--- src/rtl/sbbf_pkg.sv ---
// Shared types and constants for the split block Bloom filter.
// Used by sbbf_ctrl, sbbf_datapath, the top level and the checker; depends on nothing.
package sbbf_pkg;

    localparam int WORD_W     = 32;
    localparam int LANES      = 8;
    localparam int WORDS_PER_BLOCK = LANES;
    localparam int LANE_W     = 3;
    localparam int ROW_BITS   = WORD_W * LANES;
    localparam int HALF_W     = 32;
    localparam int SALT_SHIFT = 27;
    localparam int NB_W       = 11;
    localparam logic [NB_W-1:0] NB_RESET = 11'd1024;

    localparam logic [1:0] OP_INSERT = 2'd0;
    localparam logic [1:0] OP_TEST   = 2'd1;
    localparam logic [1:0] OP_LOAD   = 2'd2;

    localparam logic [WORD_W-1:0] SALTS [LANES] = '{
        32'h47b6137b, 32'h44974d91, 32'h8824ad5b, 32'ha2b7289d,
        32'h705495c7, 32'h2df1424b, 32'h9efc4947, 32'h5c6bfb31
    };

    // Commands from the controller to the datapath.
    typedef struct packed {
        logic capture;
        logic calc;
        logic load_we;
        logic read;
        logic ins_we;
        logic res_load;
        logic clear_we;
    } cmd_t;

    // Status from the datapath to the controller.
    typedef struct packed {
        logic clear_last;
        logic op_insert;
        logic op_test;
        logic op_load;
        logic out_busy;
    } sts_t;

endpackage

--- src/rtl/sbbf_ctrl.sv ---
// Controller state machine of the split block Bloom filter.
// Depends on sbbf_pkg for the command and status structs.
module sbbf_ctrl (
    input  logic           clk,
    input  logic           rst_n,
    input  logic           in_valid,
    output logic           in_stall,
    input  sbbf_pkg::sts_t sts,
    output sbbf_pkg::cmd_t cmd
);

    localparam logic [2:0] ST_CLEAR = 3'd0;
    localparam logic [2:0] ST_IDLE  = 3'd1;
    localparam logic [2:0] ST_CALC  = 3'd2;
    localparam logic [2:0] ST_READ  = 3'd3;
    localparam logic [2:0] ST_CHECK = 3'd4;

    logic [2:0] state_reg;
    logic [2:0] state_next;

    always_ff @(posedge clk or negedge rst_n)
    begin
        if (!rst_n)
        begin
            state_reg <= ST_CLEAR;
        end
        else
        begin
            state_reg <= state_next;
        end
    end

    assign in_stall = (state_reg != ST_IDLE);

    always_comb
    begin
        state_next = state_reg;
        cmd        = '0;
        case (state_reg)
            ST_CLEAR:
            begin
                cmd.clear_we = 1'b1;
                if (sts.clear_last)
                begin
                    state_next = ST_IDLE;
                end
            end
            ST_IDLE:
            begin
                if (in_valid)
                begin
                    cmd.capture = 1'b1;
                    state_next  = ST_CALC;
                end
            end
            ST_CALC:
            begin
                cmd.calc    = 1'b1;
                cmd.load_we = sts.op_load;
                if (sts.op_insert || sts.op_test)
                begin
                    state_next = ST_READ;
                end
                else
                begin
                    state_next = ST_IDLE;
                end
            end
            ST_READ:
            begin
                cmd.read   = 1'b1;
                state_next = ST_CHECK;
            end
            ST_CHECK:
            begin
                if (sts.op_insert)
                begin
                    cmd.ins_we = 1'b1;
                    state_next = ST_IDLE;
                end
                else if (!sts.out_busy)
                begin
                    // A test result waits here until the output register is free.
                    cmd.res_load = 1'b1;
                    state_next   = ST_IDLE;
                end
            end
            default:
            begin
                state_next = ST_IDLE;
            end
        endcase
    end

endmodule

--- config.mk ---
export PLATFORM = sky130hd
export DESIGN_NAME = sbbf_ctrl
export DESIGN_NICKNAME = d
export VERILOG_FILES = /design/src/rtl/sbbf_pkg.sv /design/src/rtl/sbbf_ctrl.sv
export SDC_FILE = /design/constraint.sdc
export NUM_CORES = 1
export LEC_CHECK = 0
export BUFFER_PORTS_ARGS = -buffer_cell sky130_fd_sc_hd__clkbuf_2
export CORE_AREA = 2 2 39 41
export DETAILED_ROUTE_END_ITERATION = 8
export DIE_AREA = 0 0 41 43
export RECOVER_POWER = 25
export SKIP_LAST_GASP = 1
export SLEW_MARGIN = 20
export SYNTH_ARGS = -nofsm -noshare
export SYNTH_HDL_FRONTEND = slang
export SYNTH_SLANG_ARGS = --single-unit
--- constraint.sdc ---
create_clock -name clk -period 2.15 [get_ports clk]
set_input_delay 0.215 -clock clk [delete_from_list [all_inputs] [get_ports clk]]
set_output_delay 0.215 -clock clk [all_outputs]
set_load 0.005 [all_outputs]
==> results.toml, run 1 <==
[run_status]
outcome = "completed"

[power_and_ir_drop]
total_leakage_power_nw = 0.176
net-switching-power_mw = 0.150
clockPowerShare = 0.249
irDropWorstVdd_mv = 0.169
report.power.total_mw = 0.409
cellPowerDensity_nw_per_um2 = 1210
seq_power_share = 0.302
comb_power_share = 0.449
switching_share = 0.366
p_int_mw = 0.259

[global_routing]
globalRoute.totalOverflow = 0
grt_pass1_wl_um = 855
grt_start_max_net_pins = 10
grt_use_met3 = 0.0314
global_route.usage.met2 = 0.106
first_global_vias = 222
globalRouteTotalUtil = 0.0802
grt_antenna_before_repair = 0
globalRouteMet1Util = 0.0801
busiest_layer = "met2"

[timing]
clock.fmax_mhz = 650
unrepaired_setup_endpoints_after_global_routing = "no"
finalSetupViolCount = 0
worst_slew_pin_slew_ns = 0.230
fin_tns_setup_ns = 0
timing_hold_violations_final = 0
finalCriticalPeriod_ns = 1.54
final_critical_path_setup_slack_ns = 0.611
slew-limit-headroom = 0.847
timing.final.max_slew_violations = 0
finClkSkew_ns = 0.00248
final_min_period_over_clock_period = 0.716

[placed_design]
dp_worst_setup_slack_ns = 0.855
dp.final_hpwl_um = 437
place.port_buffers = 15
gp_congestion = 0.648

[route]
drc = 0
route.detailed.vias_per_inst = 4.15
detail-route-antenna-nets = 0
wl_final_um = 549
detail_route.wl_per_cell_um = 9.31
detailroute.via_count = 245
drt_iter0_drc = 0
drt_first_pass_iters = 1

[clocking]
cts_sinks = 3
clkLatencyLatePin_ns = 0.24
cts_tree = "yes"
cts-root-to-sink-buffers = 2
post_cts_resize_count = 0
tritoncts.num_buffers = 3
cts.clk_slew.worst_paths_ns = 0.04
root_buffer = "sky130_fd_sc_hd__clkbuf_4"
cts_htree_levels = 1

[yosys]
part_of_the_yosys_area_used_for_sequential_elements = 0.364
syn_inst = 23
netlist_top_cells_area = "sky130_fd_sc_hd__dfrtp_1 (36%), sky130_fd_sc_hd__o2bb2ai_2 (7.3%), sky130_fd_sc_hd__nor2_1 (5.5%)"
syn-cell-area_um2 = 206
synthesis.yosys.warnings = 0
synth.top_cells.by_count = "sky130_fd_sc_hd__dfrtp_1 (3), sky130_fd_sc_hd__nor2_1 (3), sky130_fd_sc_hd__nor3_1 (2)"
async_flop_share = 1.00
synth_top_area_share = 0.364
synth_edf_count = 0
avgSynthCellArea_um2 = 8.98
post_synthesis_net_count = 31
ys_dominant_reg_cell = "sky130_fd_sc_hd__dfrtp_1"
synth-seq-cells = 3
synth_largest_area_cell = "sky130_fd_sc_hd__dfrtp_1"
post_synth_num_cell_types = 18

[critical_path]
critical_setup_path_class = "register to primary output"
worst_r2r_path_cells = 2
r2r-end = "state_reg[0]"
critical_path.max_fanout = 9
timing.reg2reg.setup_slack_ns = 1.07
critPathCaptureType = "primary output"
worstReg2RegStart = "state_reg[2]"
critical_path.startpoint = "state_reg[2]"
critical_path_arrival_ns = 1.32
destination_of_the_critical_timing_path = "cmd[6]"
required_ns = 1.93
cp-start-kind = "register"

[floorplan]
die_footprint_um2 = 1760
total_i_o_pin_count = 16
start_util = 0.149
placeableCoreArea_um2 = 1380
rows = 14
fp.dieH_um = 43
die_width_um = 41

[layout]
largest_reg_flops = 3
diodes = 0
share_of_post_route_cells_with_drive_strength_above_1 = 0.465
flow.area_growth_from_synthesis_pct = 63.0
finish.net_count = 52

[flow_run]
max-cap-violations = 0

[min_path]
hp-class = "primary input to register"
timing.hold.worst.start = "in_valid"
-- kinds of logic (layout without fill, tap and decap cells) --
family | Yosys count | count (layout) | synth area share
AND/OR/NAND/NOR | 15 | 15 | 0.461
AO/OA/AOI/OAI | 4 | 4 | 0.158
flip-flops | 3 | 3 | 0.364
buffers and inverters | 1 | 21 | 0.0182
-- routing by layer --
metal / wire length [um] / up-vias
li1: - / 121
met1: 237 / 111
met2: 260 / 11
met3: 32 / 2
met4: 19 / 0
met5: 0 / -
-- critical path: stages (launching register included) --
cell and delay, ns:
sky130_fd_sc_hd__dfrtp_1 0.45, sky130_fd_sc_hd__or3b_4 0.44, sky130_fd_sc_hd__nor2_1 0.09, sky130_fd_sc_hd__clkbuf_2 0.11
-- final cells by class --
class	count	area, um^2
Clock buffer	4	26.3
Fill cell	161	1050
Inverter	1	3.75
Multi-Input combinational cell	19	128
Sequential cell	3	75.1
Tap cell	16	20.0
Timing Repair Buffer	16	83.8
-- cells in the final DEF, fill, tap and decap left out, drive strengths merged, types with 2 or more instances in the layout --
cell type,netlist,layout
dfrtp,3,3
clkbuf,0,19
nor2,3,3
nor3,2,2
-- power groups by stage --
stage,combinational (mW),clock (mW),sequential [mW]
floorplan,0.120,0,0.111
global placement,0.184,0,0.123
detailed placement,0.186,0,0.125
CTS,0.189,0.104,0.123
global route,0.209,0.113,0.132
finish,0.183,0.102,0.123
-- per-stage QoR --
stage                     utilization  hold slack (ns)  cells  cell area (um^2)
after floorplan                     -          -0.0806     23               206
after global placement          0.218           0.0138     54               302
after detailed placement        0.218           0.0151     54               302
after CTS                       0.244            0.203     59               338
after global routing            0.243            0.198     59               337
final                           0.243            0.201     59               337
-- worst min-delay path by stage --
stage,endpoint,slack [ns],cells past startpoint
after floorplan,state_reg[0],-0.08,0
after global placement,state_reg[0],0.01,1
after detailed placement,state_reg[1],0.02,1
after CTS,state_reg[0],0.20,2
after global routing,state_reg[0],0.20,2
final,state_reg[0],0.20,2
-- what timing repair did --
action                                 CTS  global route
endpoints found under the hold margin    3             0
hold buffers                             1             0
setup buffers                            0             0
No activity file was read; power rests on OpenSTA's default activity.
==> run 2, diff against run 1 <==
ABC_AREA = 1   (was default)
clock period = 1.25 ns   (was 2.15 ns; I/O delays follow)
==> run 2 against run 1 <==
Against the previous run:
- the run now ends with setup timing left
- total power increased by 120%
- clock skew hardly changed
- global-route usage down 0.68 points
- sequential share of layout area shrank 3.8 points
- setup slack worse by 0.64 ns
- first-iteration DRC count unchanged
- largest cell class unchanged
- largest power group unchanged
==> results.toml, run 2 <==
[global_routing]
globalRoute.totalOverflow = 0
grt_start_max_net_pins = 8
grt_antenna_before_repair = 0
first_global_vias = 257
grt_pass1_wl_um = 828
globalRouteTotalUtil = 0.0734

[placed_design]
dp_worst_setup_slack_ns = 0.178
gp_congestion = 0.586
place.port_buffers = 15
post-place-cells = 67
dp.final_hpwl_um = 450
placement.cell_area_um2 = 320

[route]
drt_first_pass_iters = 1
wl_final_um = 612
route.detailed.vias_per_inst = 3.97
drt_iter0_drc = 0
detail-route-antenna-nets = 0
detail_route.wl_per_cell_um = 8.05
drc = 0
detailroute.via_count = 302

[timing]
slew-limit-headroom = 0.886
finalSetupViolCount = 1
final_min_period_over_clock_period = 1.02
final_critical_path_setup_slack_ns = -0.0256
final.hold.worst_slack_ns = 0.231
worst_slew_pin_slew_ns = 0.172
finalCriticalPeriod_ns = 1.28
timing_hold_violations_final = 0
finClkSkew_ns = 0.00221
unrepaired_setup_endpoints_after_global_routing = "yes"
clock.fmax_mhz = 784
timing.final.max_slew_violations = 0

[floorplan]
fp.dieH_um = 43
rows = 14
die_width_um = 41
total_i_o_pin_count = 16
placeableCoreArea_um2 = 1380
start_util = 0.163
die_footprint_um2 = 1760

[yosys]
async_flop_share = 1.00
syn-cell-area_um2 = 225
synth_area_in_compound_gates = 0.0556
synthesis.yosys.warnings = 0
avgSynthCellArea_um2 = 6.26
netlist_top_cells_area = "sky130_fd_sc_hd__dfrtp_1 (33%), sky130_fd_sc_hd__nand2_1 (13%), sky130_fd_sc_hd__nor2_1 (12%)"
synthSimpleGateAreaFrac = 0.478
post_synthesis_net_count = 44
part_of_the_yosys_area_used_for_sequential_elements = 0.333
muxShareOfSynthArea = 0
yosysMostFrequentCell = "sky130_fd_sc_hd__nand2_1"
synth_edf_count = 0
synthAdderAreaFrac = 0
synth_largest_area_cell = "sky130_fd_sc_hd__dfrtp_1"
synth-seq-cells = 3
ys_dominant_reg_cell = "sky130_fd_sc_hd__dfrtp_1"
dominant_combinational_cell_family_by_area_after_synthesis = "simple AND/OR/NAND/NOR gates"
synth_top_area_share = 0.333
post_synth_num_cell_types = 13
synth.top_cells.by_count = "sky130_fd_sc_hd__nand2_1 (8), sky130_fd_sc_hd__nor2_1 (7), sky130_fd_sc_hd__inv_1 (6), sky130_fd_sc_hd__dfrtp_1 (3)"
syn_inst = 36
synth_xor_area_frac = 0

[layout]
finish.net_count = 69
final_util = 0.297
finalNonFillerCells = 76
diodes = 0
leading_cell_type_in_the_layout_fill_and_taps_excluded = "sky130_fd_sc_hd__clkbuf_2"
fillerInstances = 155
post-route-cell-area_um2 = 412
largest_reg_flops = 3
mostFrequentLayoutCells = "sky130_fd_sc_hd__clkbuf_2 (11), sky130_fd_sc_hd__nand2_1 (7), sky130_fd_sc_hd__nor2_1 (6), sky130_fd_sc_hd__inv_1 (6), sky130_fd_sc_hd__buf_4 (4)"
flow.area_growth_from_synthesis_pct = 82.8
share_of_post_route_cells_with_drive_strength_above_1 = 0.517

[critical_path]
worst_r2r_path_cells = 4
critPathCaptureType = "primary output"
required_ns = 1.12
cp-start-kind = "register"
critical_path_arrival_ns = 1.15
r2r-end = "state_reg[0]"
critical_path.max_fanout = 5
worstReg2RegStart = "state_reg[1]"
critical_setup_path_class = "register to primary output"
timing.reg2reg.setup_slack_ns = 0.24

[power_and_ir_drop]
cellPowerDensity_nw_per_um2 = 2170
irDropWorstVdd_mv = 0.590
total_leakage_power_nw = 0.249

[clocking]
cts_htree_levels = 1
cts.clk_slew.worst_paths_ns = 0.04
cts-root-to-sink-buffers = 2
clkLatencyLatePin_ns = 0.23
root_buffer = "sky130_fd_sc_hd__clkbuf_4"
cts_sinks = 3
tritoncts.num_buffers = 3
cts_tree = "yes"

[run_status]
outcome = "finished with violations"
failed_checks = "setup timing"

[flow_run]
max-cap-violations = 0

[min_path]
hp-class = "primary input to asynchronous set/reset pin"
run 2: changes by cell type after synthesis, moves of 2 or more:
cell                      change
sky130_fd_sc_hd__inv_1        +5
sky130_fd_sc_hd__nand2_1      +7
sky130_fd_sc_hd__inv_2        +2
sky130_fd_sc_hd__nand3_1      +2
sky130_fd_sc_hd__nor2_1       +4
run 2: worst max-delay path by stage:
| stage | to | from | depth (start not counted) |
|---|---|---|---|
| 2_1_floorplan | cmd[6] | state_reg[2] | 3 |
| 6_report | cmd[1] | state_reg[1] | 4 |
| 4_1_cts | cmd[1] | state_reg[0] | 4 |
| 3_3_place_gp | cmd[6] | state_reg[2] | 4 |
| 5_1_grt | cmd[1] | state_reg[1] | 4 |
| 3_5_place_dp | cmd[6] | state_reg[2] | 4 |
run 2: cells by family (layout without fill, tap and decap cells):
| family | count (synthesis) | in the layout |
|---|---|---|
| AOI/OAI and AO/OA | 2 | 2 |
| buffers and inverters | 8 | 32 |
| DFF | 3 | 3 |
| and+or+nand+nor | 23 | 23 |
run 2: critical path, stage by stage (launching register included):
cell and delay (ns):
sky130_fd_sc_hd__dfrtp_1 0.42, sky130_fd_sc_hd__nor2_2 0.19, sky130_fd_sc_hd__nand2_2 0.08, sky130_fd_sc_hd__nor3_2 0.10, sky130_fd_sc_hd__buf_2 0.13
run 2: where the power goes:
| part | total (mW) | switching, mW | internal [mW] |
|---|---|---|---|
| Combinational | 0.527 | 0.272 | 0.254 |
| Clock | 0.165 | 0.0460 | 0.119 |
| Sequential | 0.203 | 0.0562 | 0.147 |
| Total | 0.895 | 0.375 | 0.520 |
run 2: per-layer routing:
| metal | wire length (um) | GRT usage |
|---|---|---|
| met2 | 351 | 0.125 |
| met4 | 0 | 0.0400 |
| met1 | 210 | 0.0583 |
| met5 | 0 | 0 |
| met3 | 49 | 0.0471 |
run 2: what timing repair did:
action | in CTS | in global routing
setup endpoints to repair | 5 | 6
buffers inserted | 1 | 3
endpoints found under the hold margin | 3 | 0
resized for setup | 4 | 6
hold buffers | 1 | 0
pin swaps | 0 | 2
run 2: stage by stage:
stage	power, mW	setup TNS, ns
final	0.895	-0.0256
after global routing	0.986	-0.289
after CTS	0.828	-0.0303
after detailed placement	0.591	0
after global placement	0.589	0
after floorplan	0.446	0
run 2: cell type report:
| cell class | instances | area (um^2) | share of cell area |
|---|---|---|---|
| Multi-Input combinational cell | 25 | 145 | 0.353 |
| Timing Repair Buffer | 20 | 114 | 0.277 |
| Sequential cell | 3 | 76.3 | 0.185 |
| Inverter | 8 | 30.0 | 0.0729 |
| Clock buffer | 4 | 26.3 | 0.0638 |
| Tap cell | 16 | 20.0 | 0.0486 |
